<file path="config.mk">
export PLATFORM = sky130hd
export DESIGN_NAME = spq_ctrl
export DESIGN_NICKNAME = d
export VERILOG_FILES = /design/src/rtl/spq_pkg.sv /design/src/rtl/spq_ctrl.sv
export SDC_FILE = /design/constraint.sdc
export NUM_CORES = 1
export LEC_CHECK = 0
export ABC_AREA = 1
export BUFFER_PORTS_ARGS = -buffer_cell sky130_fd_sc_hd__buf_2
export CAP_MARGIN = 20
export CORE_AREA = 2 2 39 41
export CTS_BUF_LIST = sky130_fd_sc_hd__clkbuf_8 sky130_fd_sc_hd__clkbuf_16
export CTS_CLUSTER_DIAMETER = 100
export DETAILED_ROUTE_END_ITERATION = 16
export DIE_AREA = 0 0 41 43
export PLACE_DENSITY = 0.34
export SYNTH_ARGS = -nofsm -noshare
export SYNTH_HDL_FRONTEND = slang
export SYNTH_SLANG_ARGS = --single-unit
</file>
<file path="constraint.sdc">
create_clock -name i_clk -period 1.61 [get_ports i_clk]
set_input_delay 0.322 -clock i_clk [delete_from_list [all_inputs] [get_ports i_clk]]
set_output_delay 0.322 -clock i_clk [all_outputs]
set_load 0.05 [all_outputs]
</file>
<file path="src/rtl/spq_pkg.sv">
// spq_pkg: shared types and constants of the sorted priority task queue
// used by spq_ctrl, spq_datapath and sorted_priority_task_queue; no dependencies
package spq_pkg;

    localparam int QUEUE_DEPTH = 64;
    localparam int CNT_W       = $clog2(QUEUE_DEPTH + 1);
    localparam int OCC_W       = 7;
    localparam int PRIO_W      = 8;
    localparam int WORD_W      = 64;

    // operation codes of an input beat
    localparam logic OP_INSERT = 1'b0;
    localparam logic OP_POP    = 1'b1;

    // result status codes
    typedef enum logic [1:0] {
        ST_INSERTED = 2'd0,
        ST_DROPPED  = 2'd1,
        ST_POPPED   = 2'd2,
        ST_EMPTY    = 2'd3
    } t_status;

    typedef struct packed {
        logic                opcode;
        logic [PRIO_W-1:0]   task_priority;
        logic [WORD_W-1:0]   handler_handle;
        logic [WORD_W-1:0]   handler_argument;
    } t_in_item;

    typedef struct packed {
        logic [1:0]          status;
        logic [PRIO_W-1:0]   out_priority;
        logic [WORD_W-1:0]   out_handler;
        logic [WORD_W-1:0]   out_argument;
        logic [OCC_W-1:0]    occupancy;
    } t_out_item;

    // one stored queue entry
    typedef struct packed {
        logic [PRIO_W-1:0]   prio;
        logic [WORD_W-1:0]   handler;
        logic [WORD_W-1:0]   argument;
    } t_entry;

    // controller to datapath commands
    typedef struct packed {
        logic load;
        logic exec;
    } t_dp_cmd;

endpackage

</file>
<file path="src/rtl/spq_ctrl.sv">
// spq_ctrl: handshake controller of the sorted priority task queue
// depends on spq_pkg; drives command beats into spq_datapath
module spq_ctrl (
    input  logic            i_clk,
    input  logic            i_rst_n,
    input  logic            i_in_valid,
    output logic            o_in_stall,
    output logic            o_out_valid,
    input  logic            i_out_stall,
    output spq_pkg::t_dp_cmd o_cmd
);
    import spq_pkg::*;

    typedef enum logic [1:0] {
        S_IDLE = 2'b01,
        S_EXEC = 2'b10
    } t_state;

    t_state r_state, n_state;
    logic   r_out_valid, n_out_valid;
    logic   accept;
    logic   can_exec;

    // accept only in idle; execute once the output register is free
    assign accept   = i_in_valid && (r_state == S_IDLE);
    assign can_exec = (r_state == S_EXEC) && (!r_out_valid || !i_out_stall);

    // next state
    always_comb begin
        n_state = r_state;
        unique case (r_state)
            S_IDLE: begin
                if (accept) begin
                    n_state = S_EXEC;
                end
            end
            S_EXEC: begin
                if (can_exec) begin
                    n_state = S_IDLE;
                end
            end
            default: n_state = S_IDLE;
        endcase
    end

    // output beat valid flag
    always_comb begin
        n_out_valid = r_out_valid;
        if (can_exec) begin
            n_out_valid = 1'b1;
        end else if (!i_out_stall) begin
            n_out_valid = 1'b0;
        end
    end

    always_ff @(posedge i_clk) begin
        if (!i_rst_n) begin
            r_state     <= S_IDLE;
            r_out_valid <= 1'b0;
        end else begin
            r_state     <= n_state;
            r_out_valid <= n_out_valid;
        end
    end

    assign o_in_stall  = (r_state != S_IDLE);
    assign o_out_valid = r_out_valid;
    assign o_cmd.load  = accept;
    assign o_cmd.exec  = can_exec;

`ifndef ASSERT_OFF
    a_accept_to_exec: assert property (@(posedge i_clk) disable iff (!i_rst_n)
        accept |=> (r_state == S_EXEC))
        else $error("accepted beat did not move to execute");
    a_exec_sets_valid: assert property (@(posedge i_clk) disable iff (!i_rst_n)
        can_exec |=> r_out_valid)
        else $error("executed beat did not raise output valid");
    a_no_overwrite: assert property (@(posedge i_clk) disable iff (!i_rst_n)
        (r_out_valid && i_out_stall) |-> !can_exec)
        else $error("pending result overwritten");
`endif

endmodule

</file>
==> results.py, run 1 <==
metrics = {
    "run_status": {
        "status": "completed",
    },
    "yosys": {
        "avgSynthCellArea_um2": 7.63,
        "yosysUniqueCellTypes": 10,
        "syn_inst": 20,
        "ys_seq_area_frac": 0.393,
        "ys_seq_elements": 3,
        "ys_warn_count": 0,
        "syn_area_um2": 153,
        "synthesis.nets": 24,
    },
    "clocking": {
        "cts_hold_buf": 0,
        "cts_repair_resize_count": 0,
        "cts_made_buffers": 3,
        "cts_tree": "built",
        "clkSinkCount": 3,
        "clk_latency_ns": 0.21,
        "htree_num_levels": 1,
        "cts_root_buf": "clkbuf_8",
        "path_clk_slew_ns": 0.03,
        "postCtsSetupBuffers": 0,
        "clockBufferDepth": 2,
    },
    "sta": {
        "hold-worst-slack_ns": 0.298,
        "finalHoldViolations": 0,
        "setup_viol": 0,
        "slew_viol_final": 0,
        "tns_ns": 0,
        "fin_worst_skew_ns": 0.000947,
        "maxSlewHeadroom": 0.836,
        "min_period_over_period": 0.897,
        "tightest_slew_ns": 0.247,
        "period_minus_slack_ns": 1.44,
        "rsz0062_at_grt": "false",
        "fmax_mhz": 693,
    },
    "worst_setup_path": {
        "critical_path_class": "flop to output port",
        "reg2regPathDepth": 5,
        "startpoint_type": "flop",
        "path_cells": "inv_2, nor2_2, inv_1, nor2_1, buf_2",
        "cp_top_family": "buffers and inverters",
        "crit_buf_inv": 3,
        "worst_path_max_delay_cell": "dfxtp_1",
        "r2r_end": "r_state[0]",
        "cp.arrival_ns": 1.12,
        "rrSetupSlack_ns": 0.86,
        "r2r-start": "o_out_valid",
        "critPathRequiredTime_ns": 1.29,
        "cp_slowest_stage_delay_ns": 0.31,
        "cp_max_fo": 3,
        "cp-end-kind": "output port",
    },
    "cells_and_area": {
        "nets": 34,
        "finalNonFillerCells": 45,
        "area_delta_synth_final_pct": 55.7,
        "fillCellCount": 157,
        "n_antenna_cell": 0,
        "final_common_cell": "buf_2",
        "drive_gt1_frac": 0.552,
        "multi_input_area_um2": 58.8,
        "postLayoutCoreUtil": 0.172,
        "final_cell_mix": "buf_2 (7), inv_1 (5), nand2_1 (4)",
        "layout.area.seq_um2": 60.1,
    },
    "floorplan": {
        "die_w_um": 41,
        "die-area_um2": 1760,
        "core_um2": 1380,
        "die_y_um": 43,
        "num_rows": 14,
        "ios": 8,
        "start_util": 0.110,
    },
    "route": {
        "first_pass_iters": 1,
        "drc": 0,
        "antenna_left": 0,
        "finalWirelength_um": 274,
        "wl_per_cell_um": 6.09,
        "avgViaCountPerCell": 3.02,
        "drt_iter0_markers": 0,
        "vias": 136,
    },
    "job": {
        "cap_violations": 0,
    },
    "hold_path": {
        "hold_depth": 2,
        "whs_endpoint": "r_state[0]",
        "hold_class": "input pin to flop",
        "hp-start": "i_rst_n",
    },
    "power_and_ir_drop": {
        "p_leak_uw": 0.000135,
        "vdd_ir_drop_max_uv": 258,
        "power.density_nw_per_um2": 1390,
        "finalPower_uw": 330,
    },
    "grt": {
        "grt_overflow": 0,
        "grt_pass1_wl_um": 434,
        "grt_antenna_before_repair": 0,
        "first_global_vias": 125,
        "grt_usage": 0.0361,
        "grt_start_max_net_pins": 4,
    },
    "placement": {
        "port_buffers": 7,
        "gp_congestion": 0.590,
        "dp.cells": 41,
    },
}
## worst reg2reg max path, delay by kind of cell (launching register included)
family	cells	cell delay (ns)
buffers and inverters	1	0.09
and+or+nand+nor	4	0.26
DFF	1	0.31
## per-layer routing
| layer | wire length (µm) | track usage | part of all wire | vias to the layer above |
|---|---|---|---|---|
| met5 | 0 | 0 | 0 | - |
| met4 | 0 | 0.0200 | 0 | 0 |
| met3 | 23 | 0.0157 | 0.084 | 0 |
| met2 | 129 | 0.0563 | 0.47 | 4 |
| met1 | 121 | 0.0383 | 0.44 | 59 |
| li1 | - | - | - | 73 |
## worst max-delay path by stage
stage | to | cells past startpoint | slack [ns] | start
finish | o_cmd[0] | 5 | 0.17 | r_state[1]
global route | o_cmd[0] | 4 | 0.07 | r_state[0]
CTS | o_cmd[0] | 5 | 0.15 | r_state[1]
detailed placement | o_cmd[0] | 5 | 0.33 | i_out_stall
global placement | o_cmd[0] | 5 | 0.32 | i_out_stall
floorplan | o_cmd[0] | 4 | 0.20 | o_out_valid
## state kept, by name, summed over array words and instances (netlist names)
signal	cells
r_state	2
o_out_valid	1
## cell families (layout without fill, tap and decap cells)
kind of cell           Yosys count  count (layout)  share of synthesized area
AOI/OAI and AO/OA                2               2                      0.115
buffers and inverters            7              16                      0.221
DFF                              3               3                      0.393
and+or+nand+nor                  8               8                      0.270
## stage by stage
step	worst slack, ns	area [µm²]
after floorplan	0.201	153
after global placement	0.323	193
after detailed placement	0.332	193
after CTS	0.153	238
after global routing	0.0746	238
final	0.166	238
## area by class of cell
type                    instances  area share
well taps                      16      0.0842
inverters                       5      0.0789
flip-flops and latches          3       0.253
repair buffers                  7       0.147
clock buffers                   3       0.174
clock inverters                 1      0.0158
multi-input cells              10       0.247
## where the power goes
group	internal, µW	switching [µW]	leakage (µW)
registers	78.5	2.30	0.0000246
clock network	162	44.7	0.0000269
logic	11.2	31.6	0.0000838
## synth_stat cells
library cell  number  area [µm²]
nand2_2            1        6.26
buf_4              2        15.0
dfxtp_1            3        60.1
inv_2              1        3.75
nand3_2            1        10.0
nor2_1             1        3.75
nor2_2             1        6.26
a21oi_2            2        17.5
nand2_1            4        15.0
inv_1              4        15.0
No activity file was read; power rests on OpenSTA's default activity.
==> run 2, diff against run 1 <==
BUFFER_PORTS_ARGS = default   (was -buffer_cell sky130_fd_sc_hd__buf_2)
DONT_BUFFER_PORTS = 1   (was default)
PLACE_DENSITY = 0.3   (was 0.34)
==> run 2 against run 1 <==
Against the previous run:
- fmax is 4.5% higher
- sequential share of layout area grew 2.3 points
- combinational power down 17%
- via count shrank 8.8%
- utilization shrank 1.4 points
- non-clock buffer count down 5
- first-iteration DRC count up 1
- routed wire length rose by 10%
- sequential cell count is the same
- hold slack worse by 0.12 ns
- largest cell class unchanged
==> results.py, run 2 (synthesized netlist as in run 1, its figures left out) <==
metrics = {
    "power_and_ir_drop": {
        "p_switching_uw": 81.9,
        "p_leak_uw": 0.000114,
        "finalPower_uw": 329,
        "power_frac_comb": 0.108,
        "sw_frac_of_total": 0.249,
        "vdd_ir_drop_max_uv": 258,
        "internal_power_uw": 247,
        "power.density_nw_per_um2": 1510,
        "p_seq_frac": 0.246,
        "clkPwrFrac": 0.646,
    },
    "sta": {
        "worst_slack_ns": 0.228,
        "tns_ns": 0,
        "tightest_slew_ns": 0.473,
        "setup_viol": 0,
        "slew_viol_final": 0,
        "fmax_mhz": 724,
        "min_period_over_period": 0.858,
        "fin_worst_skew_ns": 0.000190,
        "period_minus_slack_ns": 1.38,
        "rsz0062_at_grt": "false",
        "hold-worst-slack_ns": 0.175,
        "finalHoldViolations": 0,
        "maxSlewHeadroom": 0.684,
    },
    "route": {
        "drt_iter0_markers": 1,
        "wl_per_cell_um": 7.55,
        "drc": 0,
        "vias": 124,
        "avgViaCountPerCell": 3.10,
        "finalWirelength_um": 302,
        "antenna_left": 0,
        "first_pass_iters": 2,
    },
    "clocking": {
        "cts_tree": "built",
        "cts_root_buf": "clkbuf_8",
        "clk_latency_ns": 0.21,
        "clkSinkCount": 3,
        "cts_repair_resize_count": 0,
        "cts_hold_buf": 0,
        "cts_made_buffers": 3,
        "postCtsSetupBuffers": 0,
        "path_clk_slew_ns": 0.03,
        "htree_num_levels": 1,
        "clockBufferDepth": 2,
    },
    "worst_setup_path": {
        "reg2regPathDepth": 5,
        "r2r-start": "o_out_valid",
        "startpoint_type": "flop",
        "path_cells": "nor2_2, inv_1, nor2_1, buf_4",
        "worst_path_max_delay_cell": "dfxtp_1",
        "rrSetupSlack_ns": 0.85,
        "cp_max_fo": 3,
        "critPathRequiredTime_ns": 1.29,
        "r2r_end": "r_state[0]",
        "cp-end-kind": "output port",
        "cp_slowest_stage_delay_ns": 0.32,
        "cp.arrival_ns": 1.06,
        "critical_path_class": "flop to output port",
    },
    "floorplan": {
        "die_y_um": 43,
        "die_w_um": 41,
        "die-area_um2": 1760,
        "start_util": 0.110,
        "num_rows": 14,
        "ios": 8,
        "core_um2": 1380,
    },
    "cells_and_area": {
        "regMostFlops": "r_state",
        "multi_input_area_um2": 58.8,
        "finalInstanceArea_um2": 218,
        "drive_gt1_frac": 0.458,
        "final_common_cell": "inv_1",
        "area_delta_synth_final_pct": 42.6,
        "final_cell_mix": "inv_1 (5), nand2_1 (4), clkbuf_8 (3), dfxtp_1 (3)",
        "nets": 29,
        "n_antenna_cell": 0,
        "layout.area.seq_um2": 60.1,
        "fillCellCount": 161,
        "largest_register_ff_count": 2,
    },
    "grt": {
        "grt_start_max_net_pins": 4,
        "grt_pass1_wl_um": 503,
        "grt_overflow": 0,
        "grt_antenna_before_repair": 0,
        "grt_usage": 0.0502,
        "first_global_vias": 132,
    },
    "hold_path": {
        "whs_endpoint": "r_state[0]",
        "hp-start": "i_rst_n",
        "hold_depth": 1,
        "hold_class": "input pin to flop",
    },
    "placement": {
        "placed_area_um2": 173,
        "dp_hpwl_um": 213,
        "port_buffers": 0,
        "gp_congestion": 0.557,
        "pre_cts_slack_ns": 0.462,
    },
    "run_status": {
        "status": "completed",
    },
    "job": {
        "cap_violations": 0,
    },
}
## run 2: stage by stage
step / std cells / util
4_1_cts: 40 / 0.157
3_3_place_gp: 36 / 0.125
6_report: 40 / 0.157
5_1_grt: 40 / 0.157
2_1_floorplan: 20 / -
3_5_place_dp: 36 / 0.125
## run 2: power by group through the flow
stage	clock network (µW)	registers (µW)	logic, µW
floorplan	0	83.2	34.5
global placement	0	81.8	35.3
detailed placement	0	81.9	35.6
CTS	221	80.9	35.7
global route	224	81.1	38.5
finish	213	80.9	35.5
## run 2: final cells by class
class,count,area share
clock buffer,3,0.190
tap,16,0.0920
multi-input combinational,10,0.270
inverter,5,0.0862
clock inverter,1,0.0172
sequential,3,0.276
timing repair buffer,2,0.0690
## run 2: worst max-delay path, delay by kind of cell, from the launching register on
kind,cells,cell delay (ns)
buffers and inverters,2,0.28
flip-flops,1,0.32
AND/OR/NAND/NOR,2,0.24
## run 2: worst max-delay path by stage
stage,start,to,slack [ns],cells after the start
global route,r_state[1],o_cmd[0],0.14,5
floorplan,o_out_valid,o_cmd[0],0.20,4
CTS,r_state[0],o_cmd[0],0.22,4
finish,r_state[0],o_cmd[0],0.23,4
detailed placement,r_state[1],o_cmd[0],0.46,5
global placement,r_state[0],o_cmd[0],0.46,4
## run 2: metal layers
metal	GRT usage	part of all wire	vias to the layer above
met2	0.0438	0.25	10
met4	0.0800	0.070	0
met1	0.0577	0.49	47
met3	0.0314	0.18	4
met5	0	0	-
li1	-	-	63
